`config.mk`:
```
export PLATFORM = sky130hd
export DESIGN_NAME = windowed_sinc_fir_lowpass_flat
export DESIGN_NICKNAME = d
export VERILOG_FILES = /design/src/hdl/wfir_pkg.sv /design/src/hdl/wfir_if.sv /design/src/hdl/windowed_sinc_fir_lowpass.sv /design/src/hdl/wfir_cell.sv /design/src/hdl/wfir_out.sv /design/src/flat_wrapper.sv
export SDC_FILE = /design/constraint.sdc
export NUM_CORES = 1
export LEC_CHECK = 0
export BUFFER_PORTS_ARGS = -buffer_cell sky130_fd_sc_hd__buf_4
export CORE_MARGIN = 1.5
export CORE_UTILIZATION = 40
export CTS_BUF_LIST = sky130_fd_sc_hd__clkbuf_8
export DETAILED_ROUTE_END_ITERATION = 7
export PLACE_DENSITY_LB_ADDON = 0.15
export SYNTH_ARGS = -nofsm -noshare
export SYNTH_HDL_FRONTEND = slang
export SYNTH_SLANG_ARGS = --single-unit
```
`constraint.sdc`:
```
create_clock -name clock -period 6.4 [get_ports clock]
set_clock_uncertainty 0.15 [all_clocks]
set_input_delay 0.64 -clock clock [delete_from_list [all_inputs] [get_ports clock]]
set_output_delay 0.64 -clock clock [all_outputs]
set_load 0.1 [all_outputs]
```
`src/hdl/wfir_pkg.sv`:
```
// wfir_pkg: shared types, widths and tap coefficients of the windowed-sinc fir
// no dependencies; used by the channel interfaces, the cells and the top level
`default_nettype none

package wfir_pkg;

   localparam int TAPS       = 17;
   localparam int HIST_DEPTH = TAPS - 1;
   localparam int SAMPLE_W   = 8;
   localparam int COEF_W     = 9;
   localparam int ACC_W      = 18;  // covers -21420 .. 86700

   typedef logic signed [ACC_W-1:0]  acc_type;
   typedef logic signed [COEF_W-1:0] coef_type;
   typedef logic [SAMPLE_W-1:0]      sample_type;

   // hanning-windowed sinc, scaled by 2^8, sums to 256
   localparam coef_type COEF [TAPS] = '{
      9'sd0, -9'sd1, 9'sd2, 9'sd0, -9'sd7, 9'sd19, -9'sd34, 9'sd46, 9'sd206,
      9'sd46, -9'sd34, 9'sd19, -9'sd7, 9'sd0, 9'sd2, -9'sd1, 9'sd0
   };

   typedef struct packed {
      logic advance;  // data word accepted, shift partial sums
      logic clear;    // clear word accepted, zero partial sums
   } cell_ctrl_type;

   function automatic acc_type tap_product(input sample_type x, input coef_type c);
      logic signed [SAMPLE_W:0] xs;
      acc_type p;
      xs = {1'b0, x};
      p = acc_type'(xs) * acc_type'(c);
      return p;
   endfunction

endpackage

`default_nettype wire

```
`src/hdl/wfir_if.sv`:
```
// wfir_req_if, wfir_rsp_if: valid/ready channels of the fir
// depends on wfir_pkg for the field widths
`default_nettype none

interface wfir_req_if;
   logic                       valid;
   logic                       ready;
   logic [wfir_pkg::SAMPLE_W-1:0] sample;
   logic                       clear_history;

   modport source(output valid, output sample, output clear_history, input ready);
   modport sink(input valid, input sample, input clear_history, output ready);
endinterface

interface wfir_rsp_if;
   logic                       valid;
   logic                       ready;
   logic [wfir_pkg::SAMPLE_W-1:0] filtered;

   modport source(output valid, output filtered, input ready);
   modport sink(input valid, input filtered, output ready);
endinterface

`default_nettype wire

```
`src/hdl/windowed_sinc_fir_lowpass.sv`:
```
// windowed_sinc_fir_lowpass: 17-tap transposed fir, a row of 16 partial-sum cells
// the filtered word is valid in the cycle after its sample word is accepted
// throughput: one word per cycle unless rsp stalls, set by the single add in each chain cell
// a clear word zeroes every partial sum and gives no result
// synchronous active-high reset zeroes the partial sums and empties the output register
// depends on wfir_pkg, wfir_if, wfir_cell and wfir_out
`default_nettype none

module windowed_sinc_fir_lowpass (
   input  wire logic clock,
   input  wire logic reset,
   wfir_req_if.sink   req_if,
   wfir_rsp_if.source rsp_if
);
   import wfir_pkg::*;

   // handshake: a word enters when the output register is empty or being drained
   logic          accept;
   cell_ctrl_type ctrl;

   // psum[k-1] is the partial sum held by the cell of tap k; psum[HIST_DEPTH] feeds the tail
   acc_type psum [HIST_DEPTH+1];

   assign req_if.ready = !rsp_if.valid || rsp_if.ready;
   assign accept       = req_if.valid && req_if.ready;

   assign ctrl.advance = accept && !req_if.clear_history;
   assign ctrl.clear   = accept && req_if.clear_history;

   // nothing beyond the last tap
   assign psum[HIST_DEPTH] = '0;

   // each cell adds its tap product to the sum handed down from its neighbor
   for (genvar k = 1; k <= HIST_DEPTH; k++) begin : g_cell
      wfir_cell u_cell (
         .clock   (clock),
         .reset   (reset),
         .ctrl    (ctrl),
         .sample  (req_if.sample),
         .coef    (COEF[k]),
         .sum_in  (psum[k]),
         .sum_out (psum[k-1])
      );
   end

   // tap 0 joins the head of the chain, then clamp and register
   wfir_out u_out (
      .clock    (clock),
      .reset    (reset),
      .load     (ctrl.advance),
      .sample   (req_if.sample),
      .head_sum (psum[0]),
      .rsp      (rsp_if)
   );

`ifndef SYNTHESIS
   a_data_gives_word: assert property (@(posedge clock) disable iff (reset)
      ctrl.advance |=> rsp_if.valid)
      else $error("accepted sample word produced no result");

   a_clear_no_word: assert property (@(posedge clock) disable iff (reset)
      (ctrl.clear && rsp_if.ready) |=> !rsp_if.valid)
      else $error("clear word produced a result");

   a_clear_zeroes_chain: assert property (@(posedge clock) disable iff (reset)
      ctrl.clear |=> (psum[0] == '0 && psum[HIST_DEPTH-1] == '0))
      else $error("partial sums not cleared");

   a_reset_empty: assert property (@(posedge clock)
      reset |=> !rsp_if.valid)
      else $error("output register not empty after reset");
`endif

endmodule

`default_nettype wire

```
`src/hdl/wfir_cell.sv`:
```
// wfir_cell: one tap of the transposed fir, holds one partial sum
// depends on wfir_pkg
`default_nettype none

module wfir_cell (
   input  wire logic                   clock,
   input  wire logic                   reset,
   input  wire wfir_pkg::cell_ctrl_type ctrl,
   input  wire wfir_pkg::sample_type   sample,
   input  wire wfir_pkg::coef_type     coef,
   input  wire wfir_pkg::acc_type      sum_in,
   output wfir_pkg::acc_type           sum_out
);
   import wfir_pkg::*;

   acc_type sum_ff;
   acc_type sum_in_next;

   always_comb begin
      sum_in_next = sum_ff;
      if (ctrl.clear) begin
         sum_in_next = '0;
      end else if (ctrl.advance) begin
         sum_in_next = tap_product(sample, coef) + sum_in;
      end
   end

   always_ff @(posedge clock) begin
      if (reset) begin
         sum_ff <= '0;
      end else begin
         sum_ff <= sum_in_next;
      end
   end

   assign sum_out = sum_ff;

endmodule

`default_nettype wire

```
`src/hdl/wfir_out.sv`:
```
// wfir_out: final tap add, clamp to 0..255 and output word register
// depends on wfir_pkg and wfir_rsp_if
`default_nettype none

module wfir_out (
   input  wire logic                 clock,
   input  wire logic                 reset,
   input  wire logic                 load,
   input  wire wfir_pkg::sample_type sample,
   input  wire wfir_pkg::acc_type    head_sum,
   wfir_rsp_if.source                rsp
);
   import wfir_pkg::*;

   acc_type    acc;
   sample_type clamped;
   logic       valid_ff;
   logic       valid_in;
   sample_type filtered_ff;

   always_comb begin
      acc = tap_product(sample, COEF[0]) + head_sum;
      if (acc[ACC_W-1]) begin
         clamped = '0;
      end else if (acc[ACC_W-2:2*SAMPLE_W] != '0) begin
         clamped = '1;
      end else begin
         clamped = acc[2*SAMPLE_W-1:SAMPLE_W];
      end
   end

   always_comb begin
      valid_in = valid_ff;
      if (load) begin
         valid_in = 1'b1;
      end else if (rsp.ready) begin
         valid_in = 1'b0;
      end
   end

   always_ff @(posedge clock) begin
      if (reset) begin
         valid_ff <= 1'b0;
      end else begin
         valid_ff <= valid_in;
      end
   end

   always_ff @(posedge clock) begin
      if (load) begin
         filtered_ff <= clamped;
      end
   end

   assign rsp.valid    = valid_ff;
   assign rsp.filtered = filtered_ff;

endmodule

`default_nettype wire
```
`src/flat_wrapper.sv`:
```
// flat-port wrapper written by rule: the top's interface ports become plain ports
module windowed_sinc_fir_lowpass_flat import wfir_pkg::*;
  (clock, reset, req_if_valid, req_if_sample, req_if_clear_history, req_if_ready, rsp_if_valid, rsp_if_filtered, rsp_if_ready);
  wfir_req_if req_if_i ();
  wfir_rsp_if rsp_if_i ();
  input  wire logic clock;
  input  wire logic reset;
  input wire logic [$bits(req_if_i.valid)-1:0] req_if_valid;
  input wire logic [$bits(req_if_i.sample)-1:0] req_if_sample;
  input wire logic [$bits(req_if_i.clear_history)-1:0] req_if_clear_history;
  output wire logic [$bits(req_if_i.ready)-1:0] req_if_ready;
  output wire logic [$bits(rsp_if_i.valid)-1:0] rsp_if_valid;
  output wire logic [$bits(rsp_if_i.filtered)-1:0] rsp_if_filtered;
  input wire logic [$bits(rsp_if_i.ready)-1:0] rsp_if_ready;
  assign req_if_i.valid = req_if_valid;
  assign req_if_i.sample = req_if_sample;
  assign req_if_i.clear_history = req_if_clear_history;
  assign req_if_ready = req_if_i.ready;
  assign rsp_if_valid = rsp_if_i.valid;
  assign rsp_if_filtered = rsp_if_i.filtered;
  assign rsp_if_i.ready = rsp_if_ready;
  windowed_sinc_fir_lowpass u_core (.clock(clock), .reset(reset), .req_if(req_if_i), .rsp_if(rsp_if_i));
endmodule
```
==> reports/results.tsv, run 1 <==
stage	metric	value	unit
outcome	status	finished, final reports clean	
sta	period_needed	5.641	ns
floorplanning	pin_count	23	
setup_path	critical_path.reg2reg.endpoint	u_core.g_cell[7].u_cell.sum_out[3]$_SDFFE_PP0P_	
cts	post_cts_resized	0	
routing	route.detailed.drc	0	
global_routing	grt_max_degree	78	
layout	ff_latch_area	5445	sq um
setup_path	end_kind	flip-flop	
placement	placedInstanceArea	21030	sq um
sta	timing.final.ws_setup	0.7592	ns
cts	cts_made_buffers	52	
cts	cts_tree	built	
yosys	postSynthNetCount	2704	
flow_run	max_cap_violations	0	
yosys	asyncSetResetFlopFracSynth	0	%
setup_path	cp-start-kind	input pin	
cts	holdBufCountCts	0	
min_path	hold_end	u_core.u_out.rsp.valid$_SDFFE_PP0P_	
routing	drt_wl_total	55.31	mm
routing	antenna_left	0	
yosys	synth_compound_gate_area_share	21.76	%
cts	htree_num_levels	2	
pwr	power.share.clock	22.5	%
floorplanning	floorplan.core_area	49860	sq um
yosys	synthesis.instances	2340	
setup_path	worst-endpoint-arrival	5.99	ns
layout	instances_no_fill	3072	
layout	n_fill_cell	5008	
yosys	synth_enable_flop_cells	8	
layout	num-nets-final	2723	
cts	numClockSinks	268	
min_path	worst_hold_path.num_cells	3	
floorplanning	die_h	227.3	um
placement	dp.final_hpwl	40.44	mm
yosys	synth_top_family_by_area	adder cells	
setup_path	path_max_fanout	6	
routing	viasPerCell	5.356	
pwr	power.combinational.fraction	51.4	%
routing	drt_first_iter_violations	838	
yosys	avgSynthCellArea	8.597	sq um
sta	worst_hold_slack	0.1432	ns
cts	post_cts_buffers	0	
sta	worstMarginPinSlew	0.9477	ns
pwr	internal_power	4.401	mW
floorplanning	start_util	40.34	%
pwr	power.share.sequential	26.1	%
min_path	min-delay-path-class	in2reg	
layout	final_layout_size_suffix_gt1_share	6.583	%
setup_path	worstReg2RegStart	u_core.u_out.rsp.valid$_SDFFE_PP0P_	
routing	routed_wire_length_per_instance	18.00	um
placement	post_place_cells	2977	
yosys	ys_seq_elements	268	
yosys	synthAdderAreaFrac	23.88	%
yosys	synth_xor_xnor_area_share	9.006	%
setup_path	critPathRequiredTime	6.75	ns
global_routing	grt_antenna_before_repair	0	
sta	rsz_0062_raised_after_global_routing	false	
yosys	post_synth_num_cell_types	78	
pwr	ir_drop	0.2074	mV
yosys	yosysWarningCount	0	
placement	pre_cts_slack	0.09617	ns
cts	clock_latency	0.65	ns
routing	drt_pass1_iterations	5	
global_routing	grt-ovfl-total	0	
floorplanning	die_x	227.3	um
layout	n_antenna_cell	0	
placement	placement.io_buffers	22	
setup_path	ff2ff_path_depth	9	
cts	worst_setup_hold_path_clk_slew	0.06	ns
pwr	leakage_component_of_the_power	9.919	nW
routing	route.vias.total	16450	
sta	timing.final.setup_violations	0	
sta	finalMaxSlewViolations	0	
floorplanning	rows	82	
placement	place_congestion	0.8736	
layout	final_core_util	44.26	%
global_routing	global_route_wire_length_before_repair	87.72	mm
floorplanning	design.die.area	51650	sq um
layout	fin_area	22070	sq um
global_routing	track_usage	21.65	%
layout	multi_input_gate_area	13820	sq um
layout	syn2layout_area_growth	9.715	%
cts	buffer_cell_driving_the_clock_tree_root	sky130_fd_sc_hd__clkbuf_8	
sta	fraction_of_the_cycle_the_final_worst_path_needs	88.14	%
global_routing	via_count_of_the_first_global_routing_pass	16450	
pwr	power_switching_share	42.44	%
cts	clock_path_buffers	3	
pwr	power.density	346.4	nW/um^2
min_path	holdCritStartpoint	req_if_clear_history	
pwr	power.net_switching	3.245	mW
sta	final.setup.tns	0	ns
sta	fmax	177.3	MHz
yosys	netlist_area	20120	sq um
yosys	share_of_the_yosys_chip_area_belonging_to_registers	27.07	%
yosys	synthSimpleGateAreaFrac	13.87	%
pwr	report.power.total	7.645	mW
setup_path	worst-setup-path-type	in2reg	
sta	timing_hold_violations_final	0	
setup_path	ff2ff_setup_slack	2.95	ns
sta	worst_slew_margin_rel	36.82	%
yosys	ys.flop_type	sky130_fd_sc_hd__dfxtp_1	
yosys	yosys-mux-area-fraction	0.09951	%
-- critical path: stages --
cell                       delay (ns)
sky130_fd_sc_hd__buf_4           0.10
sky130_fd_sc_hd__inv_1           0.18
sky130_fd_sc_hd__fa_1            0.58
sky130_fd_sc_hd__inv_1           0.05
sky130_fd_sc_hd__ha_1            0.29
sky130_fd_sc_hd__fa_1            0.55
sky130_fd_sc_hd__fa_1            0.46
sky130_fd_sc_hd__ha_1            0.30
sky130_fd_sc_hd__a21o_1          0.17
sky130_fd_sc_hd__a21oi_1         0.22
sky130_fd_sc_hd__o21bai_1        0.09
sky130_fd_sc_hd__a21oi_1         0.29
sky130_fd_sc_hd__o21bai_1        0.11
sky130_fd_sc_hd__a21oi_1         0.23
sky130_fd_sc_hd__o21bai_1        0.10
sky130_fd_sc_hd__a21oi_1         0.18
sky130_fd_sc_hd__xnor2_1         0.17
sky130_fd_sc_hd__ha_1            0.24
sky130_fd_sc_hd__or3_1           0.39
sky130_fd_sc_hd__o22ai_1         0.26
sky130_fd_sc_hd__o21ai_1         0.13
sky130_fd_sc_hd__xnor2_1         0.18
sky130_fd_sc_hd__a21oi_1         0.08
-- sequential cells by signal, indices dropped and copies added, names as in the netlist --
register / count
u_core.g_cell.u_cell.sum_out: 259
u_core.u_out.rsp.filtered: 8
u_core.u_out.rsp.valid: 1
-- worst max-delay path by stage --
stage,start,end,depth (start not counted)
3_3_place_gp,req_if_sample[2],u_core.g_cell[10].u_cell.sum_out[17]$_SDFFE_PP0P_,24
2_1_floorplan,req_if_sample[4],u_core.g_cell[6].u_cell.sum_out[17]$_SDFFE_PP0P_,22
6_report,req_if_sample[2],u_core.g_cell[6].u_cell.sum_out[17]$_SDFFE_PP0P_,23
5_1_grt,req_if_sample[2],u_core.g_cell[6].u_cell.sum_out[17]$_SDFFE_PP0P_,23
4_1_cts,req_if_sample[2],u_core.g_cell[6].u_cell.sum_out[17]$_SDFFE_PP0P_,23
3_5_place_dp,req_if_sample[2],u_core.g_cell[6].u_cell.sum_out[17]$_SDFFE_PP0P_,23
-- per-layer routing --
metal  global-route usage (%)  share of wire [%]
met3                    2.685                3.5
met2                    37.34                 47
met1                    27.88                 46
met4                    7.263                2.7
met5                        0                  0
-- synthesized netlist by cell type (8+ instances only) --
cell type                  number  area, sq um
sky130_fd_sc_hd__nand2_1      222        833.3
sky130_fd_sc_hd__and3_1        11        68.82
sky130_fd_sc_hd__a21o_1        73        548.0
sky130_fd_sc_hd__clkbuf_1      78        292.8
sky130_fd_sc_hd__a211oi_1      22        165.2
sky130_fd_sc_hd__edfxtp_1       8        240.2
sky130_fd_sc_hd__nor3_1        16        80.08
sky130_fd_sc_hd__dfxtp_1      260         5205
sky130_fd_sc_hd__o21ai_0       90        450.4
sky130_fd_sc_hd__nor2_1       170        638.1
sky130_fd_sc_hd__o21ai_1       75        375.4
sky130_fd_sc_hd__fa_1          55         1101
sky130_fd_sc_hd__a31oi_1       11        68.82
sky130_fd_sc_hd__o21a_1        21        157.7
sky130_fd_sc_hd__a21boi_1      13        97.59
sky130_fd_sc_hd__ha_1         296         3704
sky130_fd_sc_hd__a22oi_1       64        480.5
sky130_fd_sc_hd__nand4_1       13        81.33
sky130_fd_sc_hd__o21bai_1      27        202.7
sky130_fd_sc_hd__nand3b_1      65        488.0
sky130_fd_sc_hd__xnor2_1      110        963.4
sky130_fd_sc_hd__inv_1        143        536.8
sky130_fd_sc_hd__nand3_1       17        85.08
sky130_fd_sc_hd__or3_1          8        50.05
sky130_fd_sc_hd__a22o_1        11        96.34
sky130_fd_sc_hd__a21oi_1      225         1126
sky130_fd_sc_hd__nor2b_1       19        118.9
sky130_fd_sc_hd__nand2b_1      26        162.7
sky130_fd_sc_hd__xor2_1        95        832.1
-- cell usage in the layout, fill, tap and decap left out, types with 5 or more instances in the layout --
cell / count
sky130_fd_sc_hd__a211oi_1: 22
sky130_fd_sc_hd__a21boi_1: 13
sky130_fd_sc_hd__a21o_1: 73
sky130_fd_sc_hd__a21oi_1: 225
sky130_fd_sc_hd__a22o_1: 11
sky130_fd_sc_hd__a22oi_1: 64
sky130_fd_sc_hd__a31oi_1: 11
sky130_fd_sc_hd__and3_1: 11
sky130_fd_sc_hd__buf_4: 51
sky130_fd_sc_hd__clkbuf_8: 65
sky130_fd_sc_hd__clkinv_2: 6
sky130_fd_sc_hd__dfxtp_1: 260
sky130_fd_sc_hd__edfxtp_1: 8
sky130_fd_sc_hd__fa_1: 55
sky130_fd_sc_hd__ha_1: 296
sky130_fd_sc_hd__inv_1: 164
sky130_fd_sc_hd__nand2_1: 221
sky130_fd_sc_hd__nand2b_1: 26
sky130_fd_sc_hd__nand3_1: 17
sky130_fd_sc_hd__nand3b_1: 65
sky130_fd_sc_hd__nand4_1: 13
sky130_fd_sc_hd__nor2_1: 169
sky130_fd_sc_hd__nor2b_1: 19
sky130_fd_sc_hd__nor3_1: 16
sky130_fd_sc_hd__nor3b_1: 5
sky130_fd_sc_hd__o21a_1: 21
sky130_fd_sc_hd__o21ai_0: 90
sky130_fd_sc_hd__o21ai_1: 75
sky130_fd_sc_hd__o21bai_1: 27
sky130_fd_sc_hd__o31ai_1: 6
sky130_fd_sc_hd__or3_1: 7
sky130_fd_sc_hd__xnor2_1: 110
sky130_fd_sc_hd__xor2_1: 95
-- kinds of logic after synthesis --
family / count (synthesis)
AO/OA/AOI/OAI: 692
AND/OR/NAND/NOR: 591
adder cells (fa/ha/maj): 351
flip-flops: 268
buffers and inverters: 230
XOR/XNOR: 206
multiplexers: 2
-- area by class of cell --
type                       count  share of cell area, %
timing repair buffer          51                  1.735
clock buffer                  65                  4.053
tap                          672                  3.810
inverter                     144                  2.460
clock inverter                30                 0.6519
multi-input combinational   1842                  62.62
sequential                   268                  24.67
-- power groups by stage --
stage	logic [mW]	clock network, mW	registers, mW
2_1_floorplan	3.03	0	2.00
4_1_cts	3.93	1.79	1.99
5_1_grt	4.39	1.85	2.02
3_3_place_gp	3.83	0	2.02
3_5_place_dp	3.89	0	2.03
6_report	3.93	1.72	2.00
Note: power is estimated with default switching activity, not from simulation.
==> run 2: changes to the inputs <==
Settings changed: RECOVER_POWER set to 25.
==> run 2 against run 1 <==
Combinational power barely moved. Register-to-register slack got worse by 1.7 ns. Clock-buffer cell count did not move. The run now ends with max-capacitance violations, max-slew violations left. Critical path type unchanged. Clock power barely moved. Highest routed layer unchanged. Worst hold slack got worse by 0.00084 ns. Maximum frequency barely moved. Critical endpoint unchanged.
==> reports/results.tsv, run 2 (synthesis results as in run 1) <==
stage	metric	value	unit	change
outcome	status	complete, but fails checks		was finished, final reports clean
outcome	violations	max-capacitance violations, max-slew violations		
cts	buffer_cell_driving_the_clock_tree_root	sky130_fd_sc_hd__clkbuf_8		unchanged
routing	viasPerCell	5.353		was 5.356
setup_path	worst-endpoint-arrival	5.99	ns	about the same
sta	timing_hold_violations_final	0		unchanged
cts	numClockSinks	268		unchanged
routing	drt_pass1_iterations	7		was 5
sta	rsz_0062_raised_after_global_routing	false		unchanged
sta	worstMarginPinSlew	3.874	ns	was 0.9477 ns
setup_path	path_max_fanout	6		unchanged
cts	cts_made_buffers	52		unchanged
floorplanning	die_x	227.3	um	unchanged
cts	holdBufCountCts	0		unchanged
floorplanning	rows	82		unchanged
placement	placement.io_buffers	22		unchanged
setup_path	cp-start-kind	input pin		unchanged
sta	fmax	177.2	MHz	was 177.3 MHz
min_path	min-delay-path-class	in2reg		unchanged
cts	clock_latency	0.65	ns	about the same
pwr	power.net_switching	3.244	mW	was 3.245 mW
placement	dp.final_hpwl	40.44	mm	unchanged
sta	fraction_of_the_cycle_the_final_worst_path_needs	88.18	%	was 88.14%
routing	antenna_left	0		unchanged
routing	drt_wl_total	55.33	mm	was 55.31 mm
sta	period_needed	5.644	ns	was 5.641 ns
global_routing	grt-ovfl-total	0		unchanged
sta	worst_slew_margin_rel	-158.3	%	was 36.82%
routing	route.detailed.drc	0		unchanged
cts	cts_tree	built		unchanged
setup_path	worst-setup-path-type	in2reg		unchanged
cts	clock_path_buffers	3		unchanged
global_routing	via_count_of_the_first_global_routing_pass	16450		unchanged
layout	final_core_util	44.13	%	was 44.26%
sta	timing.final.setup_violations	0		unchanged
cts	worst_setup_hold_path_clk_slew	0.06	ns	about the same
layout	final_layout_size_suffix_gt1_share	5.917	%	was 6.583%
sta	worst_hold_slack	0.1423	ns	was 0.1432 ns
pwr	power_switching_share	42.45	%	was 42.44%
cts	htree_num_levels	2		unchanged
floorplanning	start_util	40.34	%	unchanged
pwr	power.share.clock	22.5	%	about the same
routing	routed_wire_length_per_instance	18.01	um	was 18.00 um
sta	finalMaxSlewViolations	219		was 0
cts	post_cts_resized	0		unchanged
sta	final.setup.tns	0	ns	unchanged
pwr	ir_drop	0.2073	mV	was 0.2074 mV
routing	route.vias.total	16440		was 16450
layout	syn2layout_area_growth	9.386	%	was 9.715%
layout	largest_reg_flops	259		unchanged
floorplanning	design.die.area	51650	sq um	unchanged
global_routing	global_route_wire_length_before_repair	87.72	mm	unchanged
pwr	power.combinational.fraction	51.4	%	about the same
routing	drt_first_iter_violations	879		was 838
pwr	power.share.sequential	26.1	%	about the same
layout	layout.cells.most_common_list	sky130_fd_sc_hd__ha_1, sky130_fd_sc_hd__dfxtp_1, sky130_fd_sc_hd__a21oi_1		unchanged
layout	n_antenna_cell	0		unchanged
pwr	power.density	347.2	nW/um^2	was 346.4 nW/um^2
flow_run	max_cap_violations	5		was 0
setup_path	critPathRequiredTime	6.74	ns	was 6.75 ns
cts	post_cts_buffers	0		unchanged
placement	placedInstanceArea	21030	sq um	unchanged
setup_path	end_kind	flip-flop		unchanged
global_routing	grt_max_degree	78		unchanged
global_routing	track_usage	21.65	%	unchanged
pwr	report.power.total	7.641	mW	was 7.645 mW
layout	fin_area	22000	sq um	was 22070 sq um
floorplanning	floorplan.core_area	49860	sq um	unchanged
floorplanning	die_h	227.3	um	unchanged
layout	mostFrequentLayoutCell	sky130_fd_sc_hd__ha_1		unchanged
floorplanning	pin_count	23		unchanged
pwr	internal_power	4.397	mW	was 4.401 mW
placement	place_congestion	0.8736		unchanged
layout	num-nets-final	2723		unchanged
pwr	leakage_component_of_the_power	9.863	nW	was 9.919 nW
global_routing	grt_antenna_before_repair	0		unchanged
-- run 2: cell type report --
cell class | count | area, sq um
repair buffers | 51 | 324.1
inverters | 144 | 543.0
clock inverters | 30 | 143.9
multi-input cells | 1842 | 13810
clock buffers | 65 | 894.6
fillers | 5036 | 27860
well taps | 672 | 840.8
flip-flops and latches | 268 | 5445
-- run 2: final timing paths --
check | start | to | slack (ns) | cells after the start
max | req_if_sample[2] | u_core.g_cell[6].u_cell.sum_out[17]$_SDFFE_PP0P_ | 0.76 | 23
min | req_if_clear_history | u_core.u_out.rsp.valid$_SDFFE_PP0P_ | 0.14 | 3
max reg2reg | u_core.u_out.rsp.valid$_SDFFE_PP0P_ | u_core.g_cell[5].u_cell.sum_out[6]$_SDFFE_PP0P_ | 1.25 | 9
min reg2reg | u_core.g_cell[4].u_cell.sum_out[14]$_SDFFE_PP0P_ | u_core.g_cell[4].u_cell.sum_out[14]$_SDFFE_PP0P_ | 0.30 | 2
-- run 2: routing by layer --
| metal | wire length, um | vias up | global-route usage [%] |
|---|---|---|---|
| li1 | - | 8270 | - |
| met1 | 25660 | 7802 | 27.88 |
| met2 | 26170 | 281 | 37.34 |
| met3 | 1984 | 90 | 2.685 |
| met4 | 1514 | 0 | 7.263 |
| met5 | 0 | - | 0 |
-- run 2: per-stage QoR --
| stage | setup WS, ns | std cells |
|---|---|---|
| global route | 0.4642 | 3072 |
| CTS | 0.8192 | 3072 |
| global placement | 0.1813 | 2977 |
| floorplan | 0.7598 | 2340 |
| detailed placement | 0.09617 | 2977 |
| finish | 0.7564 | 3072 |
-- run 2: worst max-delay path: stages --
cell and delay [ns]:
sky130_fd_sc_hd__buf_4 0.10, sky130_fd_sc_hd__inv_1 0.18, sky130_fd_sc_hd__fa_1 0.58, sky130_fd_sc_hd__inv_1 0.05
sky130_fd_sc_hd__ha_1 0.29, sky130_fd_sc_hd__fa_1 0.55, sky130_fd_sc_hd__fa_1 0.46, sky130_fd_sc_hd__ha_1 0.30
sky130_fd_sc_hd__a21o_1 0.17, sky130_fd_sc_hd__a21oi_1 0.22, sky130_fd_sc_hd__o21bai_1 0.09, sky130_fd_sc_hd__a21oi_1 0.29
sky130_fd_sc_hd__o21bai_1 0.11, sky130_fd_sc_hd__a21oi_1 0.23, sky130_fd_sc_hd__o21bai_1 0.10, sky130_fd_sc_hd__a21oi_1 0.18
sky130_fd_sc_hd__xnor2_1 0.17, sky130_fd_sc_hd__ha_1 0.24, sky130_fd_sc_hd__or3_1 0.39, sky130_fd_sc_hd__o22ai_1 0.26
sky130_fd_sc_hd__o21ai_1 0.13, sky130_fd_sc_hd__xnor2_1 0.18, sky130_fd_sc_hd__a21oi_1 0.08
-- run 2: power groups by stage --
stage / sequential [mW] / clock (mW) / combinational, mW
after floorplan: 2.00 / 0 / 3.03
after detailed placement: 2.03 / 0 / 3.89
final: 2.00 / 1.72 / 3.93
after global routing: 2.02 / 1.85 / 4.39
after CTS: 1.99 / 1.79 / 3.93
after global placement: 2.02 / 0 / 3.83
==> run 3: changes to the inputs <==
Settings changed: CORE_ASPECT_RATIO set to 1.75, CTS_BUF_LIST sky130_fd_sc_hd__clkbuf_8 to not set.
==> run 3 against run 2 <==
The run still ends with max-capacitance violations, max-slew violations left. Sequential power about the same. Routed wire length increased by 5.8%. Final cell count decreased by 1.8%. Global-route usage rose by 0.94 points. Register-to-register slack got worse by 0.17 ns. Sequential cell count stayed put. Cell area down 0.24%. Sequential share of layout area increased by 0.059 points. Maximum frequency fell by 1.4%. Combinational power up 2%. Clock-buffer cell count decreased by 22. Critical path type unchanged.
==> reports/results.tsv, run 3 (synthesis results as in run 1) <==
stage	metric	value	unit	change
outcome	status	complete, but fails checks		unchanged
outcome	violations	max-capacitance violations, max-slew violations		unchanged
routing	drt_first_iter_violations	951		was 879
layout	final_layout_size_suffix_gt1_share	5.004	%	was 5.917%
floorplanning	rows	108		was 82
min_path	min-delay-path-class	in2reg		unchanged
floorplanning	die_x	172.5	um	was 227.3 um
global_routing	grt_antenna_before_repair	0		unchanged
global_routing	global_route_wire_length_before_repair	91.91	mm	was 87.72 mm
layout	instances_no_fill	3018		was 3072
cts	clock_path_buffers	3		unchanged
routing	routed_wire_length_per_instance	19.40	um	was 18.01 um
sta	timing.final.setup_violations	0		unchanged
sta	worst_hold_slack	0.2587	ns	was 0.1423 ns
pwr	ir_drop	0.2021	mV	was 0.2073 mV
sta	finalMaxSlewViolations	151		was 219
routing	drt_pass1_iterations	7		unchanged
layout	ff_latch_area	5445	sq um	unchanged
setup_path	critPathRequiredTime	6.67	ns	was 6.74 ns
sta	worst_slew_margin_rel	-132.9	%	was -158.3%
layout	n_fill_cell	4942		was 5036
setup_path	endpoint	u_core.g_cell[6].u_cell.sum_out[17]$_SDFFE_PP0P_		unchanged
floorplanning	die_h	299.7	um	was 227.3 um
pwr	internal_power	4.503	mW	was 4.397 mW
routing	viasPerCell	5.417		was 5.353
pwr	power.share.sequential	25.7	%	was 26.1%
floorplanning	floorplan.core_area	49590	sq um	was 49860 sq um
cts	cts_tree	built		unchanged
cts	worst_setup_hold_path_clk_slew	0.06	ns	about the same
routing	antenna_left	0		unchanged
pwr	power_switching_share	42.21	%	was 42.45%
floorplanning	pin_count	23		unchanged
layout	multi_input_gate_area	13810	sq um	unchanged
layout	final_core_util	44.27	%	was 44.13%
layout	syn2layout_area_growth	9.124	%	was 9.386%
placement	placedInstanceArea	21010	sq um	was 21030 sq um
flow_run	max_cap_violations	3		was 5
cts	numClockSinks	268		unchanged
cts	post_cts_resized	0		unchanged
pwr	power.net_switching	3.290	mW	was 3.244 mW
pwr	report.power.total	7.793	mW	was 7.641 mW
setup_path	critical_path.reg2reg.endpoint	u_core.g_cell[15].u_cell.sum_out[0]$_SDFFE_PP0P_		was u_core.g_cell[5].u_cell.sum_out[6]$_SDFFE_PP0P_
floorplanning	design.die.area	51700	sq um	was 51650 sq um
setup_path	crit_path_start	req_if_sample[2]		unchanged
sta	fmax	174.7	MHz	was 177.2 MHz
global_routing	groute.layer.met3.usage	1.776	%	was 2.685%
cts	clock_latency	0.58	ns	was 0.65 ns
global_routing	grtUsageMet2	45.55	%	was 37.34%
layout	layout.cells.most_common_list	sky130_fd_sc_hd__ha_1, sky130_fd_sc_hd__dfxtp_1, sky130_fd_sc_hd__a21oi_1		unchanged
setup_path	ff2ff_setup_slack	1.08	ns	was 1.25 ns
placement	dp.final_hpwl	44.08	mm	was 40.44 mm
layout	num-nets-final	2699		was 2723
sta	timing_hold_violations_final	0		unchanged
setup_path	worstReg2RegStart	u_core.u_out.rsp.valid$_SDFFE_PP0P_		unchanged
global_routing	groute.layer.met1.usage	22.99	%	was 27.88%
cts	holdBufCountCts	0		unchanged
layout	largest_reg_flops	259		unchanged
cts	cts_made_buffers	29		was 52
pwr	power.density	355.0	nW/um^2	was 347.2 nW/um^2
setup_path	worst-endpoint-arrival	5.99	ns	about the same
setup_path	max_stage_delay	0.58	ns	about the same
setup_path	critical-path-top-cell-by-count	sky130_fd_sc_hd__a21oi_1		unchanged
global_routing	track_usage	22.59	%	was 21.65%
global_routing	grt_max_degree	86		was 78
floorplanning	start_util	40.56	%	was 40.34%
placement	place_congestion	0.8865		was 0.8736
placement	placement.io_buffers	22		unchanged
sta	worstMarginPinSlew	3.494	ns	was 3.874 ns
cts	htree_num_levels	1		was 2
placement	post_place_cells	2964		was 2977
layout	fin_area	21950	sq um	was 22000 sq um
routing	route.detailed.drc	0		unchanged
layout	n_antenna_cell	0		unchanged
sta	rsz_0062_raised_after_global_routing	false		unchanged
global_routing	global_route.peak_usage_layer	met2		unchanged
cts	buffer_cell_driving_the_clock_tree_root	sky130_fd_sc_hd__clkbuf_16		was sky130_fd_sc_hd__clkbuf_8
sta	timing.final.ws_setup	0.6774	ns	was 0.7564 ns
layout	mostFrequentLayoutCell	sky130_fd_sc_hd__ha_1		unchanged
setup_path	crit_slowest_cell	sky130_fd_sc_hd__fa_1		unchanged
setup_path	worst-setup-path-type	in2reg		unchanged
placement	pre_cts_slack	0.05009	ns	was 0.09617 ns
setup_path	path_max_fanout	6		unchanged
pwr	leakage_component_of_the_power	9.741	nW	was 9.863 nW
routing	route.vias.total	16350		was 16440
sta	period_needed	5.723	ns	was 5.644 ns
global_routing	via_count_of_the_first_global_routing_pass	16740		was 16450
global_routing	grt-ovfl-total	0		unchanged
sta	fraction_of_the_cycle_the_final_worst_path_needs	89.42	%	was 88.18%
setup_path	ff2ff_path_depth	6		was 9
routing	drt_wl_total	58.54	mm	was 55.33 mm
pwr	power.combinational.fraction	51.6	%	was 51.4%
pwr	power.share.clock	22.7	%	was 22.5%
setup_path	cp-start-kind	input pin		unchanged
cts	post_cts_buffers	0		unchanged
sta	final.setup.tns	0	ns	unchanged
setup_path	end_kind	flip-flop		unchanged
setup_path	crit_chain	buf_4 > inv_1 > fa_1 > inv_1 > ha_1 > fa_1 > fa_1 > ha_1 > a21o_1 > a21oi_1 > o21bai_1 > a21oi_1 > o21bai_1 > a21oi_1 > o21bai_1 > a21oi_1 > xnor2_1 > ha_1 > or3_1 > o22ai_1 > o21ai_1 > xnor2_1 > a21oi_1		unchanged
==> run 3: cell types whose count changed in the layout (fill, tap and decap cells not counted), sizes merged <==
cell,before,now
bufinv,0,2
inv,167,145
buf,35,37
clkinv,6,7
clkbuf,81,56
==> run 3: worst min path at each step <==
stage,startpoint,to,slack (ns),cells after the start
after floorplan,u_core.g_cell[4].u_cell.sum_out[15]$_SDFFE_PP0P_,u_core.g_cell[4].u_cell.sum_out[15]$_SDFFE_PP0P_,0.28,2
after global placement,u_core.g_cell[4].u_cell.sum_out[15]$_SDFFE_PP0P_,u_core.g_cell[4].u_cell.sum_out[15]$_SDFFE_PP0P_,0.28,2
after detailed placement,u_core.g_cell[4].u_cell.sum_out[14]$_SDFFE_PP0P_,u_core.g_cell[4].u_cell.sum_out[14]$_SDFFE_PP0P_,0.29,2
after CTS,u_core.g_cell[4].u_cell.sum_out[14]$_SDFFE_PP0P_,u_core.g_cell[4].u_cell.sum_out[14]$_SDFFE_PP0P_,0.30,2
after global routing,rsp_if_ready,u_core.u_out.rsp.valid$_SDFFE_PP0P_,0.27,3
final,rsp_if_ready,u_core.u_out.rsp.valid$_SDFFE_PP0P_,0.26,3
==> run 3: metal layers <==
metal | share of wire [%] | vias up
li1 | - | 8207
met1 | 38 | 7775
met2 | 55 | 248
met3 | 2.3 | 117
met4 | 4.9 | 0
met5 | 0 | -
==> run 3: cell type report <==
| class | count | share of cell area, % |
|---|---|---|
| Timing Repair Buffer | 50 | 1.488 |
| Clock inverter | 11 | 0.5928 |
| Clock buffer | 43 | 3.956 |
| Tap cell | 660 | 3.762 |
| Inverter | 144 | 2.474 |
| Sequential cell | 268 | 24.80 |
| Multi-Input combinational cell | 1842 | 62.92 |
==> run 3: power groups by stage <==
| stage | Combinational, mW | Clock (mW) | Sequential [mW] |
|---|---|---|---|
| after floorplan | 3.03 | 0 | 2.00 |
| after global placement | 3.94 | 0 | 2.04 |
| after detailed placement | 3.99 | 0 | 2.04 |
| after CTS | 4.03 | 1.81 | 2.00 |
| after global routing | 4.45 | 1.88 | 2.02 |
| final | 4.02 | 1.77 | 2.00 |
==> run 3: worst max-delay path: cells and delay by family <==
family	cells	cell delay, ns
adder cells (fa/ha/maj)	6	2.43
XOR/XNOR	2	0.33
buffers and inverters	3	0.33
AND/OR/NAND/NOR	1	0.38
AO/OA/AOI/OAI	11	1.90
